==> src/sv/hpt_pkg.sv <==
`default_nettype none

package hpt_pkg;

  localparam int FRAC_BITS = 16;
  localparam int NUM_REGS  = 8;
  localparam int CFG_IDX_W = 3;
  localparam int CFG_W     = 64;
  localparam int DIV_STEPS = 32;

  localparam logic signed [31:0] ONE_FIX = 32'sd1 <<< FRAC_BITS;

  typedef struct packed {
    logic signed [31:0] in_x;
    logic signed [31:0] in_y;
    logic signed [31:0] in_z;
  } hpt_in_t;

  typedef struct packed {
    logic signed [31:0] out_x;
    logic signed [31:0] out_y;
    logic signed [31:0] out_z;
    logic               overflow;
    logic               divide_by_zero;
  } hpt_out_t;

  typedef struct packed {
    logic [31:0] rem;
    logic [31:0] lowq;
  } hpt_lane_t;

  typedef struct packed {
    logic [2:0]        neg;
    logic [2:0]        big;
    logic [2:0][31:0]  v;
    logic              ovf;
    logic              dz;
    logic              unit;
  } hpt_side_t;

  typedef struct packed {
    logic [31:0]           d;
    hpt_lane_t [2:0]       ln;
    hpt_side_t             sd;
  } hpt_div_t;

endpackage

`default_nettype wire

==> src/sv/hpt_div_cell.sv <==
`default_nettype none

module hpt_div_cell
  import hpt_pkg::*;
(
  input  wire logic     clk,
  input  wire logic     rst_n,
  input  wire logic     en,
  input  wire logic     vld_i,
  input  wire hpt_div_t dat_i,
  output logic          vld_o,
  output hpt_div_t      dat_o
);

  logic      vld_r;
  hpt_div_t  dat_r;
  hpt_div_t  dat_nxt;
  logic [32:0] t    [3];
  logic [32:0] diff [3];
  logic [2:0]  ge;

  // one restoring step per lane
  always_comb begin
    dat_nxt = dat_i;
    for (int k = 0; k < 3; k++) begin
      t[k]    = {dat_i.ln[k].rem, dat_i.ln[k].lowq[31]};
      diff[k] = t[k] - {1'b0, dat_i.d};
      ge[k]   = t[k] >= {1'b0, dat_i.d};
      dat_nxt.ln[k].rem  = ge[k] ? diff[k][31:0] : t[k][31:0];
      dat_nxt.ln[k].lowq = {dat_i.ln[k].lowq[30:0], ge[k]};
    end
  end

  always_ff @(posedge clk) begin
    if (!rst_n) begin
      vld_r <= 1'b0;
    end else if (en) begin
      vld_r <= vld_i;
    end
  end

  always_ff @(posedge clk) begin
    if (en) begin
      dat_r <= dat_nxt;
    end
  end

  assign vld_o = vld_r;
  assign dat_o = dat_r;

endmodule

`default_nettype wire

==> config.mk <==
export PLATFORM = sky130hd
export DESIGN_NAME = hpt_div_cell
export DESIGN_NICKNAME = d
export VERILOG_FILES = /design/src/sv/hpt_pkg.sv /design/src/sv/hpt_div_cell.sv
export SDC_FILE = /design/constraint.sdc
export NUM_CORES = 1
export LEC_CHECK = 0
export ABC_AREA = 0
export BUFFER_PORTS_ARGS = -buffer_cell sky130_fd_sc_hd__buf_2
export CAP_MARGIN = 40
export CORE_AREA = 2 2 259 261
export CTS_CLUSTER_DIAMETER = 100
export DETAILED_ROUTE_END_ITERATION = 10
export DIE_AREA = 0 0 261 263
export PLACE_DENSITY = 0.51
export REMOVE_ABC_BUFFERS = 1
export SKIP_LAST_GASP = 1
export SYNTH_ARGS = -nofsm -noshare
export SYNTH_HDL_FRONTEND = slang
export SYNTH_SLANG_ARGS = --single-unit
export TNS_END_PERCENT = 100
==> constraint.sdc <==
create_clock -name clk -period 3.7 [get_ports clk]
set_clock_uncertainty 0.2 [all_clocks]
set_input_delay 0 -clock clk [delete_from_list [all_inputs] [get_ports clk]]
set_output_delay 0 -clock clk [all_outputs]
set_load 0.01 [all_outputs]
# Word level (Yosys, flattened, before mapping)
# Cells that the tools add are included.
# W data, S select, Z words.
# classes
add_sub_neg	3
muxes	3
magnitude_cmp	3
# op_table
cell	n
$ge A33 B32 Y1	3
$mux W32	3
$sub A32 B32 Y32	3
# word_totals
inputBits	333
output_inout_bits	330
elab_cells	25
register_bits	330

# Depth between registers and ports, before layout
# Gate-level depths: netlist of run 1.
# logic_depth
ltp_word	2
depth_mapped	13
depth_no_buf	11

# Worst setup path before layout of run 1
# OpenSTA, ideal clock, no wires.
# synth_path
path_type	input-to-reg
startpoint	in dat_i[300] (netlist bit)
endpoint	reg dat_r (netlist bit dat_o[275]), data pin
required_ns	3.240
setup_time_ns	0.260
t_arrival_ns	2.196
path_slack_ns	1.044
path_stages	11
path_buffers	1
cell_sequence	inv_1 ha_1 and3_1 o21a_1 o31a_1 o31a_1 a21bo_1 o41ai_2 inv_2 buf_6 mux2_4
# synth_lines
item	line	source
from (decl)	hpt_div_cell.sv:10	input wire hpt_div_t dat_i,
to (signal assigned)	hpt_div_cell.sv:44	dat_r <= dat_nxt;
to (decl)	hpt_div_cell.sv:16	hpt_div_t dat_r;

==> flow_metrics.tcl, run 1 <==
set metrics [dict create \
    synth-edff-count 329 \
    ys_async_sr_fraction 0 \
    yosysUniqueCellTypes 75 \
    drive_gt1_frac 0.298 \
    min_path_type "in -> reg" \
    maxCapViolCount 0 \
    layout_setup_ws_ns 0.143 \
    synth_area_um2 16700 \
    cts-root-buf "clkbuf_16" \
    totalNegativeSetupSlack_ns 0 \
    synth_area_leaders "edfxtp_1 (59%), ha_1 (7.2%), a21oi_1 (3.8%)" \
    vdd_ir_drop_max_v 0.000297 \
    fin_crit_ns 3.56 \
    die_h_um 263 \
    cts_tree "built" \
    cp.required_ns 3.81 \
    status "finished, final reports clean" \
    leakagePower_nw 12.0 \
    grt_max_degree 80 \
    hpwl_mm 62.4 \
    track_usage 0.227 \
    wl_mm 81.2 \
    rsz0062_at_grt "false" \
    synth.largest_area_cell "edfxtp_1" \
    fp.dieArea_um2 68600 \
    clk_latency_ns 0.56 \
    setup_viol 0 \
    grt.overflow.total 0 \
    cp-end-kind "flop" \
    syn_inst 1389 \
    min_period_over_period 0.961 \
    fin_cells 3533 \
    vias 16476 \
    grt_antenna_before_repair 12 \
    chipWidth_um 261 \
    num_io_pins 663 \
    start_kind "input port" \
    rows 94 \
    final_nets 3059 \
    drv_slew 0 \
    slew_headroom 0.517 \
    cts_sinks 330 \
    area_growth_pct 68.2 \
    grt_pass1_vias 16837 \
    wl_per_cell_um 23.0 \
    tightest_slew_ns 0.724 \
    synth_top_area_frac 0.593 \
    ant_nets 0 \
    firstDrtPassIters 7 \
    drcViolationCount 0 \
    total_power_mw 11.7 \
    cp.arrival_ns 3.67 \
    first_iter_violations 1219 \
    crit_fanout 43 \
    seq_area_frac_synth 0.594 \
    cts.path.max_buffers 3 \
    io_buffers 662 \
    start_util 0.254 \
    place_congestion 0.911 \
    synth_warnings 0 \
    synth-main-ff-cell "edfxtp_1" \
    clkTransAtPathRegs_ns 0.06 \
    cts-htree-levels 2 \
    fillers 6245 \
    ys_ff_latch 330 \
    cts_buffers 42 \
    dp_slack_ns 0.290 \
    coreArea_um2 65600 \
    grt_pass1_wl_mm 114 \
    critPathKind "in -> reg" \
    timing.fmax_mhz 281 \
    routed_via_density 4.66 \
    p_per_area_nw_per_um2 418 \
    dp.cells 2893 \
    avgSynthCellArea_um2 12.0 \
    final_hold_viol_count 0 \
]
-- critical path, cell delays in order --
cell and delay (ns):
dlygate4sd3_1 0.59, buf_2 0.15, inv_1 0.10, ha_1 0.46, nand4_1 0.22, a21oi_2 0.22, o31ai_2 0.17, o31ai_4 0.32
a21oi_1 0.19, o31ai_4 0.33, buf_12 0.25, a21oi_1 0.09, dlygate4sd3_1 0.55
-- what timing repair did --
| item | 4_1_cts | 5_1_grt |
|---|---|---|
| setup buffers | 0 | 5 |
| endpoints found under the hold margin | 403 | 0 |
| hold buffers | 549 | 0 |
| endpoints found under the setup margin | 0 | 9 |
| gates resized for setup | 0 | 4 |
-- Yosys cell counts, types with 3 or more instances --
| cell | number |
|---|---|
| a211o_1 | 3 |
| a211oi_1 | 6 |
| a21boi_0 | 5 |
| a21o_1 | 44 |
| a21oi_1 | 126 |
| a311o_1 | 3 |
| a31o_2 | 3 |
| a31oi_1 | 17 |
| a41oi_1 | 7 |
| and2_1 | 6 |
| and3_1 | 10 |
| buf_2 | 15 |
| buf_6 | 3 |
| clkbuf_1 | 30 |
| edfxtp_1 | 329 |
| fa_1 | 3 |
| ha_1 | 96 |
| inv_1 | 66 |
| mux2_2 | 8 |
| mux2_4 | 5 |
| mux2i_1 | 4 |
| nand2_1 | 106 |
| nand2b_1 | 12 |
| nand3_1 | 22 |
| nand3b_1 | 4 |
| nand4_1 | 23 |
| nor2_1 | 108 |
| nor2b_1 | 14 |
| nor3_1 | 20 |
| nor3b_1 | 3 |
| nor4_1 | 6 |
| o2111ai_1 | 3 |
| o211ai_1 | 5 |
| o21a_1 | 17 |
| o21ai_0 | 97 |
| o21bai_1 | 13 |
| o22ai_1 | 3 |
| o31a_1 | 8 |
| o31ai_1 | 11 |
| or2_2 | 6 |
| or3_1 | 5 |
| xnor2_1 | 39 |
| xor2_1 | 31 |
-- layer usage --
layer  GRT usage  wire length [um]
met2       0.386             38400
met5           0                23
met4       0.110              4450
met1       0.273             33000
met3      0.0438              5280
-- per-stage QoR --
| step | cell area (um2) | util | hold WS, ns |
|---|---|---|---|
| after CTS | 27900 | 0.426 | 0.00261 |
| after detailed placement | 21100 | 0.322 | -0.0213 |
| after floorplan | 16400 | - | -0.101 |
| final | 28000 | 0.427 | 0.0189 |
| after global placement | 21100 | 0.322 | -0.0223 |
| after global routing | 28000 | 0.427 | 0.0248 |
-- cells by family after synthesis --
logic type | after synthesis | share of synthesized area
flops | 330 | 0.594
buf+inv | 118 | 0.0295
fa+ha+maj | 99 | 0.0757
mux | 17 | 0.0123
xor+xnor | 70 | 0.0368
simple gates | 350 | 0.0974
compound gates | 405 | 0.154
-- cell type report --
class,count,area [um2],share of cell area
clock buffers,47,1090,0.0389
repair buffers,1245,9140,0.326
clock inverters,29,234,0.00835
well taps,864,1080,0.0386
diodes,10,25.0,0.000893
multi-input cells,941,6300,0.225
inverters,67,251,0.00897
flip-flops and latches,330,9900,0.353
-- worst paths after layout --
kind / startpoint / slack [ns] / endpoint / cells after the start
max: dat_i[300] / 0.14 / dat_o[202] / 13
min: dat_i[79] / 0.02 / dat_o[79] / 2
max reg2reg: vld_o / 2.37 / vld_o / 3
min reg2reg: vld_o / 0.84 / vld_o / 3
-- report_power, final --
part           internal (mW)  switching (mW)  total [mW]
clock network           2.28            1.72        4.01
logic                   1.34            1.64        2.98
registers               4.59           0.133        4.72
-- cell usage in the layout, fill, tap and decap left out, drive strengths merged, types with 23 or more instances in the layout --
cell	netlist	layout
o21ai	99	99
dlygate4sd3	0	549
nand2	106	106
nand4	23	23
a21oi	126	126
nor2	108	108
ha	96	96
a21o	44	44
clkbuf	30	47
buf	21	696
inv	67	70
edfxtp	329	329
xnor2	39	39
xor2	31	31
-- sequential cells by signal, indices dropped and copies added (netlist names) --
signal  cells
dat_o     329
vld_o       1
(Power assumes the default switching activity.)
==> run 2, diff against run 1 <==
- RECOVER_POWER: unset -> 50
- SLEW_MARGIN: unset -> 20
==> flow_metrics.tcl, run 2 (synthesis gave the netlist of run 1 again) <==
set metrics [dict create \
    ant_nets 0 \
    total_power_mw 11.7 \
    rsz0062_at_grt "false" \
    leakagePower_nw 11.4 \
    fin_cells 3534 \
    final_hold_viol_count 0 \
    cts-htree-levels 2 \
    pwr-share-seq 0.406 \
    first_iter_violations 1243 \
    crit_path_top_delay_cell "dlygate4sd3_1" \
    layout_setup_ws_ns 0.133 \
    path_depth 12 \
    rrSetupSlack_ns 2.37 \
    grt_max_degree 80 \
    p_sw_mw 3.51 \
    io_buffers 662 \
    vdd_ir_drop_max_v 0.000299 \
    fin_area_um2 27700 \
    tightest_slew_ns 2.41 \
    cts.path.max_buffers 3 \
    num_io_pins 663 \
    coreArea_um2 65600 \
    switching_share 0.301 \
    die_h_um 263 \
    dp_slack_ns 0.290 \
    crit_fanout 5 \
    area_growth_pct 66.4 \
    start_kind "input port" \
    path_cells "dlygate4sd3_1 > buf_2 > clkbuf_1 > fa_1 > nor2b_1 > o31a_1 > o21ba_2 > a41oi_1 > nor2_1 > o21ai_0 > mux2_2 > o22ai_1" \
    track_usage 0.227 \
    wl_mm 81.3 \
    cp.required_ns 3.89 \
    hpwl_mm 62.4 \
    firstDrtPassIters 5 \
    setup_viol 0 \
    final_cell_mix "dlygate4sd3_1 (549), buf_2 (430), edfxtp_1 (329)" \
    cts-root-buf "clkbuf_16" \
    dp.cells 2893 \
    status "finished with violations" \
    slowest_delay_ns 0.59 \
    grt_pass1_wl_mm 114 \
    path_delay_family "compound AO/OA/AOI/OAI gates" \
    start_util 0.254 \
    cts_buffers 42 \
    final_nets 3060 \
    rows 94 \
    placed_cell_area_um2 21100 \
    routed_via_density 4.67 \
    combPwrFrac 0.250 \
    largest_reg_flops 329 \
    place_congestion 0.911 \
    drv_slew 76 \
    fin_crit_ns 3.57 \
    grt_antenna_before_repair 12 \
    ff2ff_path_depth 3 \
    p_per_area_nw_per_um2 421 \
    fillers 6354 \
    maxCapViolCount 1 \
    drcViolationCount 0 \
    final_common_cell "dlygate4sd3_1" \
    cp.buffers_inverters 3 \
    clockPowerShare 0.344 \
    cts_sinks 330 \
    p_int_mw 8.16 \
    drive_gt1_frac 0.211 \
    grt.overflow.total 0 \
    grt_pass1_vias 16837 \
    critPathKind "in -> reg" \
    cts_tree "built" \
    violations "max-capacitance violations, max-slew violations" \
    slew_headroom -0.605 \
    clk_latency_ns 0.57 \
    vias 16518 \
    cp-end-kind "flop" \
    chipWidth_um 261 \
    cp.arrival_ns 3.76 \
    min_path_type "in -> reg" \
    whs_path_depth 2 \
    min_period_over_period 0.964 \
    wl_per_cell_um 23.0 \
    clkTransAtPathRegs_ns 0.06 \
    timing.fmax_mhz 280 \
    fp.dieArea_um2 68600 \
]
[run 2: cell types whose count changed in the layout (fill, tap and decap cells not counted), sizes merged]
cell and change:
buf -232, clkbuf +233
[run 2: cell type report]
| type | count | area, um2 | share of cell area |
|---|---|---|---|
| Antenna cell | 10 | 25.0 | 0.000902 |
| Clock buffer | 47 | 1090 | 0.0393 |
| Clock inverter | 29 | 234 | 0.00844 |
| Inverter | 67 | 251 | 0.00907 |
| Multi-Input combinational cell | 941 | 6300 | 0.227 |
| Sequential cell | 330 | 9900 | 0.357 |
| Tap cell | 864 | 1080 | 0.0390 |
| Timing Repair Buffer | 1246 | 8860 | 0.319 |
[run 2: stage by stage]
stage	hold WS (ns)	utilization	setup TNS, ns
after floorplan	-0.101	-	-11.57
after global placement	-0.0223	0.322	0
after detailed placement	-0.0213	0.322	0
after CTS	0.00261	0.426	0
after global routing	0.0248	0.423	0
final	0.0214	0.423	0
[run 2: worst register-to-register path, cell delays in order, from the launching register on]
cell	delay [ns]
dfxtp_1	0.31
mux2i_1	0.12
nor2b_1	0.05
dlygate4sd3_1	0.54
[run 2: per-layer routing]
layer / global-route usage / wire length [um]
met2: 0.386 / 38400
met4: 0.110 / 4540
met3: 0.0438 / 5470
met5: 0 / 22
met1: 0.273 / 32900
[run 2: final timing paths]
| kind | from | end |
|---|---|---|
| setup / recovery | dat_i[298] | dat_o[227] |
| setup reg to reg | vld_o | vld_o |
| hold / removal | dat_i[79] | dat_o[79] |
| hold reg to reg | vld_o | vld_o |
[run 2: power by group through the flow]
stage               clock network (mW)  registers, mW  logic, mW
CTS                               4.15           4.72       2.96
detailed placement                   0           4.79       2.47
floorplan                            0           4.98       1.03
global placement                     0           4.80       2.46
global route                      4.27           4.77       3.16
finish                            4.01           4.74       2.92
[run 2: timing repair]
item	4_1_cts	5_1_grt
hold buffers	549	0
endpoints found under the hold margin	403	0
setup buffers	0	5
gates resized for setup	0	3
endpoints found under the setup margin	0	3
==> run 3, diff against run 2 <==
- ABC_AREA: 0 -> 1
- CORE_AREA: 2 2 259 261 -> 2 2 256 258
- CTS_CLUSTER_SIZE: unset -> 16
- DIE_AREA: 0 0 261 263 -> 0 0 258 260
- PLACE_DENSITY: 0.51 -> 0.56
==> flow_metrics.tcl, run 3 <==
set metrics [dict create \
    syn_inst 2236 \
    wl_mm 92.8 \
    synth_most_common_cell "nand2_1" \
    cts_buffers 29 \
    cts_tree "built" \
    switching_share 0.329 \
    final_common_cell "nand2_1" \
    combPwrFrac 0.285 \
    fin_crit_ns 3.32 \
    yosysUniqueCellTypes 32 \
    synth_top_area_frac 0.516 \
    min_path_type "in -> reg" \
    die_h_um 260 \
    synth-main-ff-cell "edfxtp_1" \
    total_power_mw 10.9 \
    track_usage 0.269 \
    coreArea_um2 64100 \
    fin_cells 4379 \
    fin_area_um2 29900 \
    clockPowerShare 0.281 \
    placed_cell_area_um2 23400 \
    violations "max-capacitance violations, max-slew violations" \
    p_sw_mw 3.57 \
    synth_area_leaders "edfxtp_1 (52%), nand2_1 (17%), inv_1 (7.8%)" \
    routed_via_density 4.56 \
    firstDrtPassIters 8 \
    p_int_mw 7.30 \
    status "finished with violations" \
    path_cells "dlygate4sd3_1 > clkbuf_1 > inv_1 > ha_1 > nand2_1 > nor2_1 > inv_1 > nor2_2 > inv_2 > nor3_2 > nand2_4 > nand2_8 > nand2_1 > nand2_1 > dlygate4sd3_1" \
    crit_fanout 33 \
    timing.fmax_mhz 301 \
    totalNegativeSetupSlack_ns 0 \
    fp.dieArea_um2 67100 \
    p_per_area_nw_per_um2 363 \
    cp-end-kind "flop" \
    rsz0062_at_grt "false" \
    drv_slew 84 \
    cts_sinks 330 \
    dp.cells 3734 \
    num_io_pins 663 \
    clk_latency_ns 0.60 \
    vias 19957 \
    grt_pass1_vias 19809 \
    first_iter_violations 1594 \
    grt_antenna_before_repair 21 \
    crit_path_top_delay_cell "dlygate4sd3_1" \
    grt_pass1_wl_mm 132 \
    rows 93 \
    ant_nets 0 \
    slew_headroom -0.743 \
    seq_area_frac_synth 0.517 \
    clkTransAtPathRegs_ns 0.08 \
    path_common_cell "nand2_1" \
    drive_gt1_frac 0.161 \
    cts-htree-levels 1 \
    slowest_delay_ns 0.54 \
    grt_max_degree 88 \
    fillers 6304 \
    pwr-share-seq 0.434 \
    cp.arrival_ns 3.59 \
    synth_warnings 0 \
    place_congestion 0.992 \
    final_hold_viol_count 0 \
    ys_async_sr_fraction 0 \
    drcViolationCount 0 \
    synth_area_um2 19100 \
    leakagePower_nw 14.3 \
    grt.overflow.total 0 \
    vdd_ir_drop_max_v 0.000334 \
    min_period_over_period 0.897 \
    hpwl_mm 71.6 \
    area_growth_pct 56.3 \
    maxCapViolCount 1 \
    io_buffers 662 \
    start_kind "input port" \
    setup_viol 0 \
    cts.path.max_buffers 3 \
    start_util 0.298 \
    ys_ff_latch 330 \
    synth-edff-count 329 \
    critPathKind "in -> reg" \
    final_cell_mix "nand2_1 (851), dlygate4sd3_1 (585), buf_2 (437)" \
    wl_per_cell_um 21.2 \
    tightest_slew_ns 2.62 \
    final_nets 3927 \
    cts-root-buf "clkbuf_16" \
    cp.required_ns 3.97 \
    synthTopCellsByCount "nand2_1 (851), inv_1 (398), edfxtp_1 (329)" \
    synth.largest_area_cell "edfxtp_1" \
    largest_reg_flops 329 \
    avgSynthCellArea_um2 8.56 \
    chipWidth_um 258 \
]
## run 3: stage by stage
stage	utilization	hold WS (ns)	worst slack, ns
final	0.467	0.0347	0.381
after detailed placement	0.365	-0.0218	0.909
after global routing	0.466	0.0175	0.160
after CTS	0.471	0.00990	0.465
after floorplan	-	-0.107	1.50
after global placement	0.365	-0.0234	0.963
## run 3: critical path, delay by kind of cell
family,cells,cell delay (ns)
adder cells (fa/ha/maj),1,0.48
buffers and inverters,6,1.69
AND/OR/NAND/NOR,8,1.38
## run 3: cell type report
cell class                 instances  area, um2  area share
multi-input combinational       1478       7520       0.251
timing repair buffer            1256       9010       0.301
tap                              855       1070      0.0358
clock inverter                    11        123     0.00410
sequential                       330       9900       0.331
inverter                         400       1500      0.0502
clock buffer                      36        762      0.0255
antenna                           13       32.5     0.00109
## run 3: power by group through the flow
stage / logic [mW] / clock network (mW) / registers [mW]
floorplan: 1.16 / 0 / 4.95
global placement: 2.61 / 0 / 4.78
detailed placement: 2.61 / 0 / 4.77
CTS: 3.15 / 3.15 / 4.70
global route: 3.39 / 3.26 / 4.74
finish: 3.10 / 3.05 / 4.71
## run 3: repair_timing
action,CTS,global route
resized for setup,0,0
endpoints found under the hold margin,423,0
buffers inserted,0,0
hold buffers,585,0
## run 3: worst paths after layout
| check | from | end | slack (ns) | depth (start not counted) |
|---|---|---|---|---|
| worst max-delay path | dat_i[314] | dat_o[267] | 0.38 | 15 |
| worst max register to register | vld_o | vld_o | 2.30 | 3 |
| worst min register to register | vld_o | vld_o | 0.91 | 3 |
| worst min-delay path | dat_i[34] | dat_o[34] | 0.03 | 2 |
## run 3: cells by family (layout without fill, tap and decap cells)
logic type | after synthesis | after routing | synth area share
xor+xnor | 42 | 42 | 0.0192
compound gates | 72 | 72 | 0.0196
other cells | 0 | 13 | 0
simple gates | 1265 | 1265 | 0.288
buf+inv | 428 | 1703 | 0.0898
flops | 330 | 330 | 0.517
fa+ha+maj | 99 | 99 | 0.0659
## run 3: metal layers
metal | up-vias | wire (um) | part of all wire | GRT usage
li1 | 9653 | - | - | -
met1 | 9292 | 36300 | 0.39 | 0.315
met2 | 812 | 44300 | 0.48 | 0.465
met3 | 186 | 6290 | 0.068 | 0.0492
met4 | 14 | 5770 | 0.062 | 0.149
met5 | - | 89 | 0.00096 | 0
